$ cat config.mk
export PLATFORM = sky130hd
export DESIGN_NAME = lcg_seed_preimage_search_flat
export DESIGN_NICKNAME = d
export VERILOG_FILES = /design/src/hw/rtl/lspe_pkg.sv /design/src/hw/rtl/lspe_if.sv /design/src/hw/rtl/lcg_seed_preimage_search.sv /design/src/hw/rtl/lspe_fifo.sv /design/src/hw/rtl/lspe_front.sv /design/src/hw/rtl/lspe_back.sv /design/src/flat_wrapper.sv
export SDC_FILE = /design/constraint.sdc
export NUM_CORES = 1
export LEC_CHECK = 0
export BUFFER_PORTS_ARGS = -buffer_cell sky130_fd_sc_hd__buf_2
export CAP_MARGIN = 20
export CORE_MARGIN = 2
export CORE_UTILIZATION = 55
export DETAILED_ROUTE_END_ITERATION = 16
export PLACE_DENSITY = 0.8
export SETUP_SLACK_MARGIN = 0.2
export SYNTH_ARGS = -nofsm -noshare
export SYNTH_HDL_FRONTEND = slang
export SYNTH_SLANG_ARGS = --single-unit
$ cat constraint.sdc
create_clock -name clk -period 12.95 [get_ports clk]
set_input_delay 0.6475 -clock clk [delete_from_list [all_inputs] [get_ports clk]]
set_output_delay 0.6475 -clock clk [all_outputs]
set_load 0.01 [all_outputs]
$ cat src/hw/rtl/lspe_pkg.sv
// ============================================================================
// LCG seed preimage search: shared package
// Generator constants, queue entry and status types, and state encodings.
// ============================================================================
package lspe_pkg;

    // Forward generator x' = x * FWD_MUL + FWD_ADD (mod 2^32) and its inverse.
    localparam logic [31:0] FWD_MUL = 32'h0003_43FD;
    localparam logic [31:0] FWD_ADD = 32'h0026_9EC3;
    localparam logic [31:0] INV_MUL = 32'hB9B3_3155;
    localparam logic [31:0] INV_ADD = 32'hA170_F641;

    localparam logic [11:0] BACK_STEPS_RESET = 12'd1100;
    localparam logic [15:0] SCAN_LAST        = 16'hFFFF;

    // Queue between the scanner and the rewind engine.
    localparam int QUEUE_DEPTH = 4;
    localparam int QPTR_W      = $clog2(QUEUE_DEPTH);

    // One queue entry: a matching seed, or the mark that a scan has ended.
    typedef struct packed {
        logic        is_end;
        logic [31:0] seed;
    } queue_entry_t;

    typedef struct packed {
        logic         push;
        queue_entry_t entry;
    } queue_wr_t;

    typedef struct packed {
        logic         empty;
        logic         full;
        queue_entry_t head;
    } queue_stat_t;

    typedef enum logic [1:0] {
        FRONT_IDLE,
        FRONT_SCAN,
        FRONT_FLUSH
    } front_state_t;

    typedef enum logic {
        BACK_WAIT,
        BACK_REWIND
    } back_state_t;

endpackage

$ cat src/hw/rtl/lspe_if.sv
// ============================================================================
// LCG seed preimage search: channel interfaces
// Valid/ready channels for search requests and for search results.
// ============================================================================
interface lspe_in_if;
    logic        valid;
    logic        ready;
    logic [15:0] first_high;
    logic [15:0] next_high;

    modport source (output valid, output first_high, output next_high, input ready);
    modport sink   (input valid, input first_high, input next_high, output ready);
endinterface

interface lspe_out_if;
    logic        valid;
    logic        ready;
    logic        found;
    logic [31:0] seed_value;
    logic [31:0] earlier_seed;
    logic        last;

    modport source (output valid, output found, output seed_value, output earlier_seed,
                    output last, input ready);
    modport sink   (input valid, input found, input seed_value, input earlier_seed,
                    input last, output ready);
endinterface

$ cat src/hw/rtl/lcg_seed_preimage_search.sv
// ============================================================================
// LCG seed preimage search: top level
// Finds 32-bit generator seeds from two observed upper halves and rewinds them.
// ============================================================================
// Each search transaction names the upper half of a seed (first_high) and the
// upper half of the state one generator step later (next_high). The block
// tries all 65536 lower halves in increasing order, one per clock while the
// match queue has room; the next search transaction is taken once the scan
// has ended. Every matching seed (at most four) is stepped back back_steps
// times through the inverse generator, one step per cycle in a single
// 32-bit multiply-add loop. Rewinding runs alongside the scan. Matches lie
// about 20000 candidates apart, so each rewind ends before the next match
// turns up; a stalled result consumer delays the completion of a search.
// Results leave in seed order, the final one of each search marked by last; a
// search without any match yields one result with found clear and zero seeds.
// back_steps resets to 1100 and may only be written while the block is idle.
// ============================================================================
module lcg_seed_preimage_search (
    input  logic        clk,
    input  logic        rst_n,
    input  logic        back_steps_we,
    input  logic [11:0] back_steps_wdata,
    lspe_in_if.sink     search,
    lspe_out_if.source  result
);
    import lspe_pkg::*;

    logic [11:0] back_steps_reg;

    // Handshake between the scanner, the match queue and the rewind engine.
    queue_wr_t   queue_wr;
    queue_stat_t queue_stat;
    logic        queue_pop;

    // Rewind count; the user must write it only between searches, unenforced.
    always_ff @(posedge clk or negedge rst_n)
    begin
        if (!rst_n)
        begin
            back_steps_reg <= BACK_STEPS_RESET;
        end
        else if (back_steps_we)
        begin
            back_steps_reg <= back_steps_wdata;
        end
    end

    // The scanner keeps the generator output of the current candidate in a
    // register and adds the multiplier for each next lower half, so no
    // multiplication is needed during the scan.
    lspe_front u_front (
        .clk    (clk),
        .rst_n  (rst_n),
        .search (search),
        .stat   (queue_stat),
        .wr     (queue_wr)
    );

    // The queue lets the scanner keep going while a match is being rewound.
    lspe_fifo u_fifo (
        .clk   (clk),
        .rst_n (rst_n),
        .wr    (queue_wr),
        .pop   (queue_pop),
        .stat  (queue_stat)
    );

    // The rewind engine owns the result register, which decouples it from a
    // stalled result consumer.
    lspe_back u_back (
        .clk        (clk),
        .rst_n      (rst_n),
        .back_steps (back_steps_reg),
        .stat       (queue_stat),
        .pop        (queue_pop),
        .result     (result)
    );

endmodule

$ cat src/hw/rtl/lspe_fifo.sv
// ============================================================================
// LCG seed preimage search: match queue
// Small first-in first-out queue of matching seeds and end-of-scan marks.
// ============================================================================
module lspe_fifo (
    input  logic                   clk,
    input  logic                   rst_n,
    input  lspe_pkg::queue_wr_t    wr,
    input  logic                   pop,
    output lspe_pkg::queue_stat_t  stat
);
    import lspe_pkg::*;

    queue_entry_t          mem_reg [QUEUE_DEPTH];
    logic [QPTR_W-1:0]     wr_ptr_reg;
    logic [QPTR_W-1:0]     rd_ptr_reg;
    logic [QPTR_W:0]       count_reg;
    logic [QPTR_W:0]       count_next;

    always_comb
    begin
        count_next = count_reg;
        if (wr.push && !pop)
        begin
            count_next = count_reg + 1'b1;
        end
        else if (pop && !wr.push)
        begin
            count_next = count_reg - 1'b1;
        end
    end

    always_ff @(posedge clk or negedge rst_n)
    begin
        if (!rst_n)
        begin
            wr_ptr_reg <= '0;
            rd_ptr_reg <= '0;
            count_reg  <= '0;
        end
        else
        begin
            if (wr.push)
            begin
                wr_ptr_reg <= wr_ptr_reg + 1'b1;
            end
            if (pop)
            begin
                rd_ptr_reg <= rd_ptr_reg + 1'b1;
            end
            count_reg <= count_next;
        end
    end

    always_ff @(posedge clk)
    begin
        if (wr.push)
        begin
            mem_reg[wr_ptr_reg] <= wr.entry;
        end
    end

    assign stat.empty = (count_reg == '0);
    assign stat.full  = (count_reg == (QPTR_W + 1)'(QUEUE_DEPTH));
    assign stat.head  = mem_reg[rd_ptr_reg];

endmodule

$ cat src/hw/rtl/lspe_front.sv
// ============================================================================
// LCG seed preimage search: scanner
// Walks all 65536 lower halves of a request, queueing matches and an end mark.
// ============================================================================
module lspe_front (
    input  logic                   clk,
    input  logic                   rst_n,
    lspe_in_if.sink                search,
    input  lspe_pkg::queue_stat_t  stat,
    output lspe_pkg::queue_wr_t    wr
);
    import lspe_pkg::*;

    front_state_t state_reg;
    front_state_t state_next;

    logic [15:0] hi_reg;
    logic [15:0] want_reg;
    logic [15:0] lo_reg;
    logic [31:0] succ_reg;      // forward step of the current candidate
    logic [31:0] start_succ;
    logic        accept;
    logic        advance;
    logic        match;

    // Successor of {first_high, 16'h0}; later candidates add FWD_MUL each.
    assign start_succ = {search.first_high, 16'h0000} * FWD_MUL + FWD_ADD;
    assign match      = (succ_reg[31:16] == want_reg);

    always_comb
    begin
        state_next = state_reg;
        case (state_reg)
            FRONT_IDLE:
            begin
                if (search.valid)
                begin
                    state_next = FRONT_SCAN;
                end
            end
            FRONT_SCAN:
            begin
                if (advance && (lo_reg == SCAN_LAST))
                begin
                    state_next = FRONT_FLUSH;
                end
            end
            FRONT_FLUSH:
            begin
                if (!stat.full)
                begin
                    state_next = FRONT_IDLE;
                end
            end
            default:
            begin
                state_next = FRONT_IDLE;
            end
        endcase
    end

    always_comb
    begin
        search.ready = 1'b0;
        accept       = 1'b0;
        advance      = 1'b0;
        wr           = '0;
        case (state_reg)
            FRONT_IDLE:
            begin
                search.ready = 1'b1;
                accept       = search.valid;
            end
            FRONT_SCAN:
            begin
                if (!match)
                begin
                    advance = 1'b1;
                end
                else if (!stat.full)
                begin
                    advance        = 1'b1;
                    wr.push        = 1'b1;
                    wr.entry.seed  = {hi_reg, lo_reg};
                end
            end
            FRONT_FLUSH:
            begin
                if (!stat.full)
                begin
                    wr.push         = 1'b1;
                    wr.entry.is_end = 1'b1;
                end
            end
            default:
            begin
                wr = '0;
            end
        endcase
    end

    always_ff @(posedge clk or negedge rst_n)
    begin
        if (!rst_n)
        begin
            state_reg <= FRONT_IDLE;
        end
        else
        begin
            state_reg <= state_next;
        end
    end

    always_ff @(posedge clk)
    begin
        if (accept)
        begin
            hi_reg   <= search.first_high;
            want_reg <= search.next_high;
            lo_reg   <= '0;
            succ_reg <= start_succ;
        end
        else if (advance)
        begin
            lo_reg   <= lo_reg + 1'b1;
            succ_reg <= succ_reg + FWD_MUL;
        end
    end

endmodule

$ cat src/hw/rtl/lspe_back.sv
// ============================================================================
// LCG seed preimage search: rewind engine
// Steps each queued seed back through the inverse generator and emits results.
// ============================================================================
module lspe_back (
    input  logic                   clk,
    input  logic                   rst_n,
    input  logic [11:0]            back_steps,
    input  lspe_pkg::queue_stat_t  stat,
    output logic                   pop,
    lspe_out_if.source             result
);
    import lspe_pkg::*;

    back_state_t state_reg;
    back_state_t state_next;

    logic        held_valid_reg;
    logic [31:0] held_seed_reg;
    logic [31:0] held_earlier_reg;
    logic [31:0] work_seed_reg;
    logic [31:0] rewind_value_reg;
    logic [11:0] rewind_count_reg;

    logic        out_valid_reg;
    logic        out_found_reg;
    logic [31:0] out_seed_reg;
    logic [31:0] out_earlier_reg;
    logic        out_last_reg;

    logic        out_free;
    logic        rewind_done;
    logic        start_rewind;
    logic        finish;
    logic        step;
    logic        load_out;
    logic        load_found;
    logic [31:0] load_seed;
    logic [31:0] load_earlier;
    logic        load_last;

    assign out_free    = !out_valid_reg || result.ready;
    assign rewind_done = (rewind_count_reg == back_steps);

    always_comb
    begin
        state_next = state_reg;
        case (state_reg)
            BACK_WAIT:
            begin
                if (start_rewind)
                begin
                    state_next = BACK_REWIND;
                end
            end
            BACK_REWIND:
            begin
                if (rewind_done)
                begin
                    state_next = BACK_WAIT;
                end
            end
            default:
            begin
                state_next = BACK_WAIT;
            end
        endcase
    end

    // A finished match is held until the next queue entry shows whether
    // another match follows or the scan has ended; that sets its last flag.
    always_comb
    begin
        pop          = 1'b0;
        start_rewind = 1'b0;
        finish       = 1'b0;
        step         = 1'b0;
        load_out     = 1'b0;
        load_found   = 1'b0;
        load_seed    = '0;
        load_earlier = '0;
        load_last    = 1'b0;
        case (state_reg)
            BACK_WAIT:
            begin
                if (!stat.empty)
                begin
                    if (stat.head.is_end)
                    begin
                        if (out_free)
                        begin
                            pop        = 1'b1;
                            load_out   = 1'b1;
                            load_last  = 1'b1;
                            load_found = held_valid_reg;
                            if (held_valid_reg)
                            begin
                                load_seed    = held_seed_reg;
                                load_earlier = held_earlier_reg;
                            end
                        end
                    end
                    else if (!held_valid_reg)
                    begin
                        pop          = 1'b1;
                        start_rewind = 1'b1;
                    end
                    else if (out_free)
                    begin
                        pop          = 1'b1;
                        start_rewind = 1'b1;
                        load_out     = 1'b1;
                        load_found   = 1'b1;
                        load_seed    = held_seed_reg;
                        load_earlier = held_earlier_reg;
                    end
                end
            end
            BACK_REWIND:
            begin
                if (rewind_done)
                begin
                    finish = 1'b1;
                end
                else
                begin
                    step = 1'b1;
                end
            end
            default:
            begin
                pop = 1'b0;
            end
        endcase
    end

    always_ff @(posedge clk or negedge rst_n)
    begin
        if (!rst_n)
        begin
            state_reg      <= BACK_WAIT;
            held_valid_reg <= 1'b0;
            out_valid_reg  <= 1'b0;
        end
        else
        begin
            state_reg <= state_next;
            if (finish)
            begin
                held_valid_reg <= 1'b1;
            end
            else if (load_out)
            begin
                held_valid_reg <= 1'b0;
            end
            if (load_out)
            begin
                out_valid_reg <= 1'b1;
            end
            else if (result.ready)
            begin
                out_valid_reg <= 1'b0;
            end
        end
    end

    always_ff @(posedge clk)
    begin
        if (start_rewind)
        begin
            work_seed_reg    <= stat.head.seed;
            rewind_value_reg <= stat.head.seed;
            rewind_count_reg <= '0;
        end
        else if (step)
        begin
            rewind_value_reg <= rewind_value_reg * INV_MUL + INV_ADD;
            rewind_count_reg <= rewind_count_reg + 1'b1;
        end
        if (finish)
        begin
            held_seed_reg    <= work_seed_reg;
            held_earlier_reg <= rewind_value_reg;
        end
        if (load_out)
        begin
            out_found_reg   <= load_found;
            out_seed_reg    <= load_seed;
            out_earlier_reg <= load_earlier;
            out_last_reg    <= load_last;
        end
    end

    assign result.valid        = out_valid_reg;
    assign result.found        = out_found_reg;
    assign result.seed_value   = out_seed_reg;
    assign result.earlier_seed = out_earlier_reg;
    assign result.last         = out_last_reg;

endmodule

$ cat src/flat_wrapper.sv
// flat-port wrapper written by rule: the top's interface ports become plain ports
module lcg_seed_preimage_search_flat import lspe_pkg::*;
  (clk, rst_n, back_steps_we, back_steps_wdata, search_valid, search_first_high, search_next_high, search_ready, result_valid, result_found, result_seed_value, result_earlier_seed, result_last, result_ready);
  lspe_in_if search_i ();
  lspe_out_if result_i ();
  input  logic clk;
  input  logic rst_n;
  input  logic back_steps_we;
  input  logic [11:0] back_steps_wdata;
  input wire logic [$bits(search_i.valid)-1:0] search_valid;
  input wire logic [$bits(search_i.first_high)-1:0] search_first_high;
  input wire logic [$bits(search_i.next_high)-1:0] search_next_high;
  output wire logic [$bits(search_i.ready)-1:0] search_ready;
  output wire logic [$bits(result_i.valid)-1:0] result_valid;
  output wire logic [$bits(result_i.found)-1:0] result_found;
  output wire logic [$bits(result_i.seed_value)-1:0] result_seed_value;
  output wire logic [$bits(result_i.earlier_seed)-1:0] result_earlier_seed;
  output wire logic [$bits(result_i.last)-1:0] result_last;
  input wire logic [$bits(result_i.ready)-1:0] result_ready;
  assign search_i.valid = search_valid;
  assign search_i.first_high = search_first_high;
  assign search_i.next_high = search_next_high;
  assign search_ready = search_i.ready;
  assign result_valid = result_i.valid;
  assign result_found = result_i.found;
  assign result_seed_value = result_i.seed_value;
  assign result_earlier_seed = result_i.earlier_seed;
  assign result_last = result_i.last;
  assign result_i.ready = result_ready;
  lcg_seed_preimage_search u_core (.clk(clk), .rst_n(rst_n), .back_steps_we(back_steps_we), .back_steps_wdata(back_steps_wdata), .search(search_i), .result(result_i));
endmodule
Word level (Yosys, flattened, before mapping)
Memories as Yosys holds them, arrays and structs flattened.
Cells that the tools add are included.
W data, S select, Z words.

cells by class
  muxes and demuxes = 58
  multiply operators = 2
  divide/modulo/power cells = 0
  reduce and logical (&&, ||, !) cells = 17
  shifts and indexed selects = 0
  add/sub/neg operators = 9
  bitwise logic cells = 2
  eq/ne operators = 9
  magnitude comparators = 0

operators with widths
  cell                      count
  $mux W32                  17
  $add A32 B18 Y32 const B  1
  $add A32 B22 Y32 const B  1
  $add A32 B32 Y32 const B  1
  $mul A32 B32 Y32 const B  1
  $mux W1                   32
  $mul A16 B18 Y16 const B  1
  $add A16 B1 Y16 const B   1
  $eq A16 B16 Y1            1
  $eq A16 B16 Y1 const B    1
  $add A12 B1 Y12 const B   1
  $eq A12 B12 Y1            1
  $reduce_bool A2 Y1        5
  $mux W2                   4
  $mux W3                   2
  $ne A2 B2 Y1 const B      3
  $pmux W2 S3               1
  $add A2 B1 Y2 const B     2
  $pmux W1 S2               2
  $add A3 B1 Y3 const B     1
  $eq A3 B3 Y1 const B      1
  $logic_and A1 B1 Y1       3
  $logic_not A1 Y1          3
  $logic_not A3 Y1          1
  other kinds (9)           10

word-level totals
  memories = 1
  bits in registers = 310
  RAM bits = 132
  output and inout bits = 68
  bits of input ports = 49
  bits in latches = 0
  logic and storage cells = 119
  memory bits (read-only) = 0

memory list
  memory                 words  width  rd ports  clocked after Yosys merged registers in  write ports  line             text
  u_core.u_fifo.mem_reg  4      33     1         0                                        1            lspe_fifo.sv:14  queue_entry_t mem_reg [QUEUE_DEPTH];

Longest topological paths before layout
Gate-level depths: netlist (run 1).

  word-level depth = 10
  gate-level depth with buffers = 25

Hierarchy
From an unflattened synthesis (run 1), not the netlist that was laid out.

second synthesis, totals
  cell total of the unflattened synthesis = 2230
  area total of the unflattened synthesis = 28417.3 µm²

modules (own cells, without submodules)
  module                    seq. area each (µm²)  cells an instance  area each (µm²)  instances
  lspe_back                 6140.9                1346               15996.6          1
  lspe_front                2292.2                652                6723.9           1
  lspe_fifo                 4139.0                207                5207.5           1
  lcg_seed_preimage_search  305.3                 25                 489.2            1

Worst setup path before layout (run 1)
Ideal clock, no wire load.

  path type = reg2reg
  start = reg u_core.u_back.rewind_value_reg[11]
  end = reg u_core.u_back.rewind_value_reg[31] (data pin)
  arrival = 5.931 ns
  clock period less this slack = 6.189 ns
  setup slack = 6.761 ns
  stages on the path, launching flop included = 21
  setup time = 0.258 ns
  data required time = 12.692 ns
  cell sequence = edfxtp_1 > ha_1 > inv_1 > fa_1 > inv_1 > fa_1 > fa_1 > fa_1 > fa_1 > fa_1 > inv_1 > fa_1 > inv_1 > ha_1 > nand2_1 > or3_1 > a2111oi_2 > o21ai_1 > a21oi_1 > xnor2_1 > o21ai_1

between the ends
  word-level cells in the longest chain between the ends = 4

RTL lines
  what                      line              text
  start: declaration        lspe_back.sv:22   logic [31:0] rewind_value_reg;
  start signal: assignment  lspe_back.sv:172  rewind_value_reg <= stat.head.seed;
  start signal: assignment  lspe_back.sv:177  rewind_value_reg <= rewind_value_reg * INV_MUL + INV_ADD;
  $mul A32 B32 Y32          lspe_back.sv:177
  $add A32 B32 Y32          lspe_back.sv:177
  $mux W32                  lspe_back.sv:175  else if (step)
  $mux W32                  lspe_back.sv:169  if (start_rewind)

No other way between the ends. The select of a mux whose other input is x is not followed.
A chain may end at the register's enable or synchronous reset.

Worst setup path in the final report (run 1)
Ends and elaborated chain as after synthesis.

==> results of run 1 <==
[metal layers]
metal | routed length [um] | vias up | GRT usage, %
met4 | 1424 | 0 | 6.391
met5 | 0 | - | 0
met1 | 25680 | 8153 | 31.75
met2 | 29000 | 397 | 38.81
met3 | 2331 | 84 | 2.852
li1 | - | 7644 | -
[critical path, cell delays in order (launching register included)]
cell and delay [ns]:
sky130_fd_sc_hd__edfxtp_1 0.66, sky130_fd_sc_hd__ha_1 0.40, sky130_fd_sc_hd__inv_1 0.05, sky130_fd_sc_hd__fa_1 0.48, sky130_fd_sc_hd__inv_1 0.06, sky130_fd_sc_hd__fa_1 0.60, sky130_fd_sc_hd__fa_1 0.46, sky130_fd_sc_hd__fa_1 0.58
sky130_fd_sc_hd__fa_1 0.43, sky130_fd_sc_hd__fa_1 0.52, sky130_fd_sc_hd__fa_1 0.46, sky130_fd_sc_hd__ha_1 0.38, sky130_fd_sc_hd__nand3_1 0.15, sky130_fd_sc_hd__or3_1 0.45, sky130_fd_sc_hd__a2111oi_2 0.45, sky130_fd_sc_hd__o21ai_1 0.18
sky130_fd_sc_hd__a21oi_1 0.18, sky130_fd_sc_hd__xnor2_1 0.13, sky130_fd_sc_hd__o21ai_1 0.07
[how the worst max path moves through the flow]
stage,to,slack [ns],cells past startpoint
final,u_core.u_back.rewind_value_reg[31],5.97,18
after global routing,u_core.u_back.rewind_value_reg[31],5.67,24
after CTS,u_core.u_back.rewind_value_reg[31],5.96,20
after detailed placement,u_core.u_back.rewind_value_reg[31],6.06,22
after global placement,u_core.u_back.rewind_value_reg[31],6.07,18
after floorplan,u_core.u_back.rewind_value_reg[31],6.76,20
[final cells by class]
class | count | area (um2) | area share (%)
Inverter | 443 | 1663 | 5.348
Clock buffer | 57 | 1224 | 3.935
Timing Repair Buffer | 130 | 705.7 | 2.270
Clock inverter | 30 | 349.1 | 1.123
Tap cell | 672 | 840.8 | 2.704
Sequential cell | 442 | 12880 | 41.42
Multi-Input combinational cell | 1278 | 13430 | 43.20
[layout by cell type, fill, tap and decap left out, types with 13 or more instances in the layout]
cell type | synthesis | routed
sky130_fd_sc_hd__and2_1 | 106 | 105
sky130_fd_sc_hd__inv_1 | 443 | 442
sky130_fd_sc_hd__nand2_1 | 79 | 79
sky130_fd_sc_hd__xor2_1 | 40 | 40
sky130_fd_sc_hd__o21ai_1 | 19 | 19
sky130_fd_sc_hd__xnor2_1 | 131 | 131
sky130_fd_sc_hd__or3_1 | 16 | 16
sky130_fd_sc_hd__o21ai_0 | 43 | 43
sky130_fd_sc_hd__nand4_1 | 15 | 15
sky130_fd_sc_hd__nor2_1 | 68 | 67
sky130_fd_sc_hd__buf_2 | 11 | 116
sky130_fd_sc_hd__dfxtp_1 | 28 | 28
sky130_fd_sc_hd__buf_4 | 0 | 13
sky130_fd_sc_hd__nand3_1 | 20 | 20
sky130_fd_sc_hd__dfrtp_1 | 20 | 19
sky130_fd_sc_hd__a21oi_1 | 49 | 49
sky130_fd_sc_hd__mux4_2 | 33 | 33
sky130_fd_sc_hd__mux2_2 | 18 | 18
sky130_fd_sc_hd__fa_1 | 215 | 215
sky130_fd_sc_hd__edfxtp_1 | 390 | 390
sky130_fd_sc_hd__nor3_1 | 21 | 21
sky130_fd_sc_hd__clkbuf_16 | 0 | 47
sky130_fd_sc_hd__ha_1 | 274 | 274
[metrics by stage]
stage	hold slack, ns	worst slack (ns)	instances	cell area [um2]	utilization (%)
floorplan	0.3519	6.761	2198	28090	-
global placement	0.4019	6.071	2964	29490	58.67
detailed placement	0.4045	6.060	2965	29520	58.72
CTS	0.06649	5.963	3052	31090	61.85
global route	0.09804	5.673	3052	31090	61.85
finish	0.07179	5.967	3052	31090	61.85
[cells by family after synthesis]
group | after synthesis | synth area share (%)
muxes | 56 | 3.545
buffers and inverters | 478 | 6.449
xor gates and xnor gates | 174 | 5.505
and+or+nand+nor | 376 | 7.073
DFF | 442 | 45.84
AOI/OAI and AO/OA | 183 | 4.066
adders and majority gates | 489 | 27.52
==> flow_summary_export.csv, run 1 <==
group,metric,value,unit
synthesis,synth_most_common_cell,"sky130_fd_sc_hd__inv_1",
placed_design,place.detailed.hpwl,44630,um
routing,dr_total_vias,16280,
synthesis,synth_seq_cells,442,
timing,timing_worst_slew_pin_value,1.016,ns
die,die_x,230.0,um
placed_design,routabilityCongestion,0.9024,
synthesis,synthesis.instances,2198,
die,chipHeight,230.0,um
synthesis,syn-cell-area,28090,um2
synthesis,syn-num-nets,2736,
global_route,grt-ovfl-total,0,
clocking,cts.sink_count,442,
cells_and_area,antennaDiodeCount,0,
synthesis,post_synth.cell_area_avg,12.78,um2
routing,dr.pass1.iters,5,
synthesis,leading_cell_types_by_total_area_after_synthesis,"sky130_fd_sc_hd__edfxtp_1 (42%), sky130_fd_sc_hd__fa_1 (15%), sky130_fd_sc_hd__ha_1 (12%)",
timing,post-route-period-util,53.92,%
cells_and_area,syn2layout_area_growth,10.68,%
critical_path,worstRegToRegCells,18,
timing,finalHoldViolations,0,
critical_path,timing.critical_path.required,13.26,ns
routing,drt-wirelength-per-cell,19.15,um
synthesis,synth_seq_area_share,45.84,%
synthesis,synth_enable_flop_cells,390,
global_route,grt_pass1_vias,17370,
placed_design,port_buffer_cells,116,
clocking,max_h_tree_level,2,
synthesis,asyncSetResetFlopFracSynth,5.430,%
synthesis,yosysTopAreaCell,"sky130_fd_sc_hd__edfxtp_1",
routing,route.final.wire_length,58430,um
critical_path,worst-endpoint-arrival,7.29,ns
global_route,total_global_routing_track_utilization,23.03,%
cells_and_area,fraction_of_layout_instances_using_a_drive_strength_above_1,11.97,%
timing,finalMaxSlewViolations,0,
global_route,antenna_violations_before_repair,0,
routing,detail_route.iter0.violations,1060,
critical_path,crit_path_max_fanout,11,
critical_path,setup.worst_path.class,"flip-flop to flip-flop",
clocking,clockBufferDepth,3,
synthesis,synth_common_cells,"sky130_fd_sc_hd__inv_1 (443), sky130_fd_sc_hd__edfxtp_1 (390), sky130_fd_sc_hd__ha_1 (274), sky130_fd_sc_hd__fa_1 (215), sky130_fd_sc_hd__xnor2_1 (131)",
timing,slew_headroom,32.26,%
critical_path,critical_path.reg2reg.endpoint,"u_core.u_back.rewind_value_reg[31]",
worst_hold_path,worst_hold_path_type,"primary input to async pin",
timing,worst_clock_skew,0.01621,ns
clocking,cts_repair_resize_count,0,
global_route,grt_max_degree,72,
routing,drt_drc_violations_left,0,
die,initial_utilization,55.88,%
critical_path,setup.reg_to_reg.worst_slack,5.97,ns
clocking,postCtsHoldBufs,0,
critical_path,critPathCaptureType,"flip-flop",
die,design.portCount,117,
clocking,cts.clk_slew.worst_paths,0.07,ns
cells_and_area,finalNetCount,2880,
run,max_cap_viol_count,0,
cells_and_area,fillerInstances,3854,
timing,grt_setup_unrepaired,"no",
critical_path,worstSetupStartpointType,"flip-flop",
clocking,cts_root_buf,"sky130_fd_sc_hd__clkbuf_16",
routing,vias_cell,5.334,
synthesis,synth_top_flop_cell,"sky130_fd_sc_hd__edfxtp_1",
synthesis,yosys.area.top_type_share,41.69,%
synthesis,synth.lib_cells_used.distinct,71,
clocking,tritoncts,"built",
timing,report.final.setup_viol,0,
critical_path,critical_path.startpoint,"u_core.u_back.rewind_value_reg[11]",
die,die_area,52900,um2
synthesis,number_of_warnings_printed_during_yosys_synthesis,0,
routing,detail_route_antenna_nets,0,
status,run_status,"finished clean",
timing,min_period,6.983,ns
die,num_rows,82,
timing,clock.fmax,0.1432,GHz
die,fp.coreArea,50270,um2
critical_path,r2r_start,"u_core.u_back.rewind_value_reg[11]",
clocking,clk-insertion-delay-late,0.59,ns
global_route,grt_pass1_wl,94530,um
timing,setup_tns,0,ns
cells_and_area,max_ffs_per_register,132,
clocking,cts_setup_buffers,0,
clocking,cts_buffers,47,
Power of run 1 is not shown: default switching activity piles up to over one toggle a cycle in this logic, so the estimate is an artifact.
==> run 2, diff against run 1 <==
--- a/config.mk
+++ b/config.mk
@@ -5,12 +5,13 @@
 export SDC_FILE = /design/constraint.sdc
 export NUM_CORES = 1
 export LEC_CHECK = 0
+export ABC_AREA = 1
 export BUFFER_PORTS_ARGS = -buffer_cell sky130_fd_sc_hd__buf_2
 export CAP_MARGIN = 20
 export CORE_MARGIN = 2
 export CORE_UTILIZATION = 55
 export DETAILED_ROUTE_END_ITERATION = 16
-export PLACE_DENSITY = 0.8
+export PLACE_DENSITY = 0.83
 export SETUP_SLACK_MARGIN = 0.2
 export SYNTH_ARGS = -nofsm -noshare
 export SYNTH_HDL_FRONTEND = slang
==> constraint.sdc (replaced) <==
create_clock -name clk -period 5.84 [get_ports clk]
set_input_delay 0.292 -clock clk [delete_from_list [all_inputs] [get_ports clk]]
set_output_delay 0.292 -clock clk [all_outputs]
set_load 0.01 [all_outputs]
==> flow_summary_export.csv, run 2 <==
group,metric,value,unit
clocking,cts.sink_count,442,
cells_and_area,fillerInstances,3620,
critical_path,worstSetupStartpointType,"flip-flop",
routing,vias_cell,5.486,
synthesis,yosysTopAreaCell,"sky130_fd_sc_hd__edfxtp_1",
clocking,clockBufferDepth,3,
critical_path,critical-path-top-cell-by-count,"sky130_fd_sc_hd__inv_1",
critical_path,critical_path.startpoint,"u_core.u_back.rewind_value_reg[8]",
die,chipHeight,235.9,um
cells_and_area,multi_input_area,14880,um2
timing,min_period,6.325,ns
clocking,cts_root_buf,"sky130_fd_sc_hd__clkbuf_16",
synthesis,asyncSetResetFlopFracSynth,5.430,%
global_route,grt_pass1_vias,22330,
critical_path,crit_chain,"ha_4, inv_1, fa_1, inv_1, fa_1, inv_1, fa_1, inv_1, fa_2, fa_2, fa_1, inv_1, fa_1, inv_1, ha_4, nand2_4, nor3_4, nand2_1, o311ai_2, a31oi_2, inv_1, nand2_1, nand3_1, nand2_1",
synthesis,synthesis.instances,2922,
synthesis,syn-cell-area,29570,um2
timing,grt_setup_unrepaired,"yes",
synthesis,number_of_warnings_printed_during_yosys_synthesis,0,
cells_and_area,final_common_cell,"sky130_fd_sc_hd__inv_1",
routing,dr_total_vias,21920,
cells_and_area,finalNetCount,3806,
clocking,cts.clk_slew.worst_paths,0.07,ns
placed_design,place.detailed.hpwl,54070,um
timing,finalMaxSlewViolations,0,
synthesis,synth_seq_cells,442,
status,violations,"negative setup slack",
critical_path,critPathCaptureType,"flip-flop",
placed_design,routabilityCongestion,0.9514,
critical_path,worst_path_slowest_cell,"sky130_fd_sc_hd__fa_2",
synthesis,synth_most_common_cell,"sky130_fd_sc_hd__inv_1",
synthesis,synth_common_cells,"sky130_fd_sc_hd__inv_1 (674), sky130_fd_sc_hd__nand2_1 (398), sky130_fd_sc_hd__edfxtp_1 (390), sky130_fd_sc_hd__ha_1 (274), sky130_fd_sc_hd__nor2_1 (259)",
critical_path,setup.reg_to_reg.worst_slack,-0.48,ns
critical_path,crit_path_max_fanout,5,
cells_and_area,postLayoutCoreUtil,66.69,%
clocking,cts_buffers,47,
routing,dr.pass1.iters,5,
timing,slew_headroom,29.97,%
routing,drt-wirelength-per-cell,19.08,um
run,max_cap_viol_count,0,
cells_and_area,syn2layout_area_growth,19.22,%
timing,timing_worst_slew_pin_value,1.049,ns
status,run_status,"complete, but fails checks",
timing,worst_clock_skew,0.06074,ns
die,die_x,235.9,um
routing,drt_drc_violations_left,0,
global_route,grt_max_degree,68,
clocking,clk-insertion-delay-late,0.63,ns
placed_design,placement.cell_area,32170,um2
cells_and_area,layout.area.seq,12880,um2
timing,finalWorstSetupSlack,-0.4848,ns
cells_and_area,fraction_of_layout_instances_using_a_drive_strength_above_1,18.14,%
die,die_area,55640,um2
critical_path,critPathCapture,"u_core.u_back.rewind_value_reg[31]",
synthesis,synth_enable_flop_cells,390,
timing,report.final.setup_viol,13,
synthesis,synth_seq_area_share,43.54,%
synthesis,synth_top_flop_cell,"sky130_fd_sc_hd__edfxtp_1",
synthesis,synth.lib_cells_used.distinct,54,
die,design.portCount,117,
routing,detail_route.iter0.violations,2155,
placed_design,port_buffer_cells,116,
synthesis,syn-num-nets,3460,
critical_path,crit_path_max_incr_delay,0.61,ns
critical_path,worstRegToRegCells,24,
die,fp.coreArea,52870,um2
critical_path,timing.critical_path.required,6.22,ns
clocking,tritoncts,"built",
timing,fin_worst_hold_slack,0.04891,ns
synthesis,leading_cell_types_by_total_area_after_synthesis,"sky130_fd_sc_hd__edfxtp_1 (40%), sky130_fd_sc_hd__fa_1 (15%), sky130_fd_sc_hd__ha_1 (12%)",
timing,finalHoldViolations,0,
die,initial_utilization,55.94,%
critical_path,setup.worst_path.class,"flip-flop to flip-flop",
clocking,max_h_tree_level,2,
placed_design,dp_worst_setup_slack,-0.3361,ns
routing,route.final.wire_length,76240,um
global_route,grt_pass1_wl,117300,um
worst_hold_path,worst_hold_path_type,"primary input to flip-flop",
timing,clock.fmax,0.1581,GHz
cells_and_area,most-common-layout-cells,"sky130_fd_sc_hd__inv_1 (652), sky130_fd_sc_hd__edfxtp_1 (390), sky130_fd_sc_hd__nand2_1 (378)",
cells_and_area,postLayoutCellArea,35260,um2
timing,post-route-period-util,108.3,%
routing,detail_route_antenna_nets,0,
critical_path,worst-endpoint-arrival,6.71,ns
critical_path,r2r_start,"u_core.u_back.rewind_value_reg[8]",
synthesis,post_synth.cell_area_avg,10.12,um2
critical_path,critical_path.reg2reg.endpoint,"u_core.u_back.rewind_value_reg[31]",
cells_and_area,max_ffs_per_register,132,
die,num_rows,84,
global_route,antenna_violations_before_repair,1,
global_route,total_global_routing_track_utilization,27.08,%
synthesis,yosys.area.top_type_share,39.60,%
global_route,grt-ovfl-total,0,
==> run 2: changes by cell type in the layout (fill, tap and decap cells not counted), sizes merged, moves of 33 or more <==
cell	previous run	this run
a21oi	50	92
nand3	20	95
inv	448	683
nor2	68	268
o21ai	62	148
mux4	33	0
nand2	79	405
and2	106	1
dlygate4sd3	0	37
buf	130	311
xnor2	133	48
==> run 2: routing by layer <==
metal,part of all wire (%),vias up,GRT usage [%]
li1,-,10060,-
met5,0,-,0
met1,38,10440,33.57
met2,48,1110,45.59
met3,8.6,307,5.067
met4,5.8,0,13.65
==> run 2: critical path: cells and delay by family, from the launching register on <==
family,cells,cell delay [ns]
simple gates,6,0.56
flops,1,0.53
buf+inv,7,0.49
compound gates,2,0.23
fa+ha+maj,9,4.28
==> run 2: kinds of logic (layout without fill, tap and decap cells) <==
family	count (synthesis)	count (layout)	synth area share (%)
buffers and inverters	731	1116	9.434
flip-flops	442	442	43.54
AO/OA/AOI/OAI	299	299	5.496
other	0	1	0
adder cells (fa/ha/maj)	489	489	26.15
AND/OR/NAND/NOR	859	859	12.28
multiplexers	7	7	0.2665
XOR/XNOR	95	95	2.839
==> run 2: per-stage QoR <==
stage	TNS [ns]	std cells
finish	-3.062	3996
global route	-5.232	3995
CTS	-1.159	3967
detailed placement	-2.463	3827
global placement	-1.521	3827
floorplan	0	2922
==> run 2: worst min path at each step <==
| stage | cells after the start | slack (ns) | endpoint | start |
|---|---|---|---|---|
| 3_3_place_gp | 1 | 0.30 | u_core.back_steps_reg[11] | rst_n |
| 2_1_floorplan | 0 | -0.004 | u_core.back_steps_reg[0] | rst_n |
| 3_5_place_dp | 1 | 0.31 | u_core.back_steps_reg[11] | rst_n |
| 5_1_grt | 1 | 0.06 | u_core.u_front.hi_reg[10] | search_first_high[10] |
| 6_report | 1 | 0.05 | u_core.u_front.hi_reg[7] | search_first_high[7] |
| 4_1_cts | 1 | 0.01 | u_core.u_front.hi_reg[7] | search_first_high[7] |
==> run 2: layout make-up <==
| type | instances | area share, % |
|---|---|---|
| timing repair buffer | 348 | 7.069 |
| multi-input combinational | 1749 | 42.20 |
| sequential | 442 | 36.53 |
| inverter | 680 | 7.257 |
| clock buffer | 61 | 3.627 |
| tap | 688 | 2.442 |
| clock inverter | 27 | 0.8694 |
| antenna | 1 | 0.007097 |
==> run 2: timing repair <==
| action | 4_1_cts | 5_1_grt |
|---|---|---|
| setup buffers | 15 | 27 |
| hold buffers | 37 | 0 |
| hold endpoints to repair | 56 | 0 |
| resized for setup | 60 | 99 |
| endpoints found under the setup margin | 16 | 23 |
| pin swaps | 22 | 47 |
Power of run 2 is left out for the same reason.
==> run 3, diff against run 2 <==
--- a/config.mk
+++ b/config.mk
@@ -10,6 +10,7 @@
 export CAP_MARGIN = 20
 export CORE_MARGIN = 2
 export CORE_UTILIZATION = 55
+export CTS_BUF_LIST = sky130_fd_sc_hd__clkbuf_4
 export DETAILED_ROUTE_END_ITERATION = 16
 export PLACE_DENSITY = 0.83
 export SETUP_SLACK_MARGIN = 0.2
==> flow_summary_export.csv, run 3 (synthesis results as in run 2) <==
group,metric,value,unit
global_route,grt-ovfl-total,0,
cells_and_area,max_ffs_per_register,132,
clocking,clk-insertion-delay-late,0.89,ns
placed_design,post-place-cells,3827,
global_route,grt_max_degree,68,
timing,timing_worst_slew_pin_value,1.054,ns
timing,finalHoldViolations,0,
status,run_status,"complete, but fails checks",
critical_path,setup.worst_path.class,"flip-flop to flip-flop",
critical_path,crit_path_max_incr_delay,0.60,ns
die,fp.coreArea,52870,um2
critical_path,crit_path_max_fanout,5,
timing,min_period,6.070,ns
timing,report.final.setup_viol,14,
timing,clock.fmax,0.1648,GHz
worst_hold_path,worst_hold_path_type,"primary input to flip-flop",
cells_and_area,finalNetCount,3886,
run,max_cap_viol_count,0,
die,chipHeight,235.9,um
critical_path,worst_path_slowest_cell,"sky130_fd_sc_hd__fa_1",
routing,dr.pass1.iters,5,
global_route,antenna_violations_before_repair,2,
critical_path,worstRegToRegCells,26,
timing,finalWorstSetupSlack,-0.2296,ns
die,die_x,235.9,um
routing,detail_route_antenna_nets,0,
cells_and_area,postLayoutCellArea,35180,um2
routing,route.final.wire_length,75390,um
global_route,grt_pass1_wl,119200,um
timing,finalMaxSlewViolations,0,
placed_design,place.detailed.hpwl,54070,um
clocking,cts.sink_count,442,
worst_hold_path,worstHoldPathCells,2,
critical_path,timing.critical_path.required,6.50,ns
status,violations,"negative setup slack",
clocking,cts.clk_slew.worst_paths,0.08,ns
clocking,tritoncts,"built",
routing,drt-wirelength-per-cell,18.25,um
critical_path,critPathBufInv,9,
critical_path,critical-path-top-cell-by-count,"sky130_fd_sc_hd__inv_1",
placed_design,dp_worst_setup_slack,-0.3361,ns
timing,worst_clock_skew,0.08330,ns
critical_path,critical_path_depth,26,
placed_design,placement.cell_area,32170,um2
critical_path,setup.reg_to_reg.worst_slack,-0.23,ns
placed_design,routabilityCongestion,0.9514,
cells_and_area,most-common-layout-cells,"sky130_fd_sc_hd__inv_1 (654), sky130_fd_sc_hd__edfxtp_1 (390), sky130_fd_sc_hd__nand2_1 (380)",
critical_path,worst-endpoint-arrival,6.73,ns
cells_and_area,syn2layout_area_growth,18.95,%
timing,slew_headroom,29.67,%
critical_path,critical_path.top_delay_family,"adder cells",
clocking,max_h_tree_level,3,
routing,vias_cell,5.400,
die,num_rows,84,
cells_and_area,fraction_of_layout_instances_using_a_drive_strength_above_1,18.94,%
cells_and_area,final_common_cell,"sky130_fd_sc_hd__inv_1",
global_route,total_global_routing_track_utilization,27.57,%
clocking,cts_buffers,107,
timing,post-route-period-util,103.9,%
die,initial_utilization,55.94,%
timing,grt_setup_unrepaired,"yes",
timing,fin_worst_hold_slack,0.1383,ns
critical_path,worstSetupStartpointType,"flip-flop",
clocking,cts_root_buf,"sky130_fd_sc_hd__clkbuf_4",
die,design.portCount,117,
placed_design,port_buffer_cells,116,
cells_and_area,final_cells,4130,
global_route,grt_pass1_vias,23230,
clocking,clockBufferDepth,3,
critical_path,critPathCaptureType,"flip-flop",
routing,detail_route.iter0.violations,2138,
routing,dr_total_vias,22300,
routing,drt_drc_violations_left,0,
die,die_area,55640,um2
==> run 3: cell types whose count changed in the layout (fill, tap and decap cells not counted), sizes merged <==
| cell | delta |
|---|---|
| inv | -3 |
| clkbuf | +99 |
| buf | -10 |
| clkinvlp | -3 |
| dlygate4sd3 | +30 |
| clkinv | +17 |
| diode | +4 |
==> run 3: worst reg2reg max path, delay by kind of cell (launching register included) <==
family          cells  cell delay (ns)
buf+inv             9             0.74
compound gates      2             0.17
simple gates        6             0.51
flops               1             0.51
fa+ha+maj           9             3.93
==> run 3: per-layer routing <==
layer / track usage (%) / share of wire (%)
met5: 0 / 0
met4: 15.19 / 5.2
met3: 5.641 / 8.4
met2: 45.87 / 48
met1: 33.79 / 38
==> run 3: worst paths after layout <==
| kind | start | to |
|---|---|---|
| hold reg to reg | u_core.u_back.work_seed_reg[21] | u_core.u_back.held_seed_reg[21] |
| hold / removal | search_next_high[15] | u_core.u_front.want_reg[15] |
| min in group asynchronous | rst_n | u_core.back_steps_reg[3] |
| max in group asynchronous | rst_n | u_core.u_fifo.rd_ptr_reg[0] |
| setup reg to reg | u_core.u_back.rewind_value_reg[15] | u_core.u_back.rewind_value_reg[31] |
| setup / recovery | u_core.u_back.rewind_value_reg[15] | u_core.u_back.rewind_value_reg[31] |
==> run 3: cell type report <==
cell class	count	area [um2]
inverter	680	2560
sequential	442	12880
timing repair buffer	368	2740
multi-input combinational	1749	14680
fill	3644	17690
clock inverter	38	250.2
clock buffer	160	1201
antenna	5	12.51
tap	688	860.8
==> run 3: what timing repair did <==
item / 4_1_cts / 5_1_grt
pin swaps: 52 / 38
gates cloned: 0 / 0
endpoints found under the hold margin: 74 / 0
setup endpoints to repair: 16 / 21
setup buffers: 20 / 11
gates resized for setup: 65 / 60
hold buffers: 67 / 0
==> run 3: stage by stage <==
step	TNS, ns	utilization, %
4_1_cts	-1.347	65.77
6_report	-2.077	66.54
5_1_grt	-4.567	66.53
2_1_floorplan	0	-
3_3_place_gp	-1.521	60.85
3_5_place_dp	-2.463	60.85
Power of run 3 is left out for the same reason.
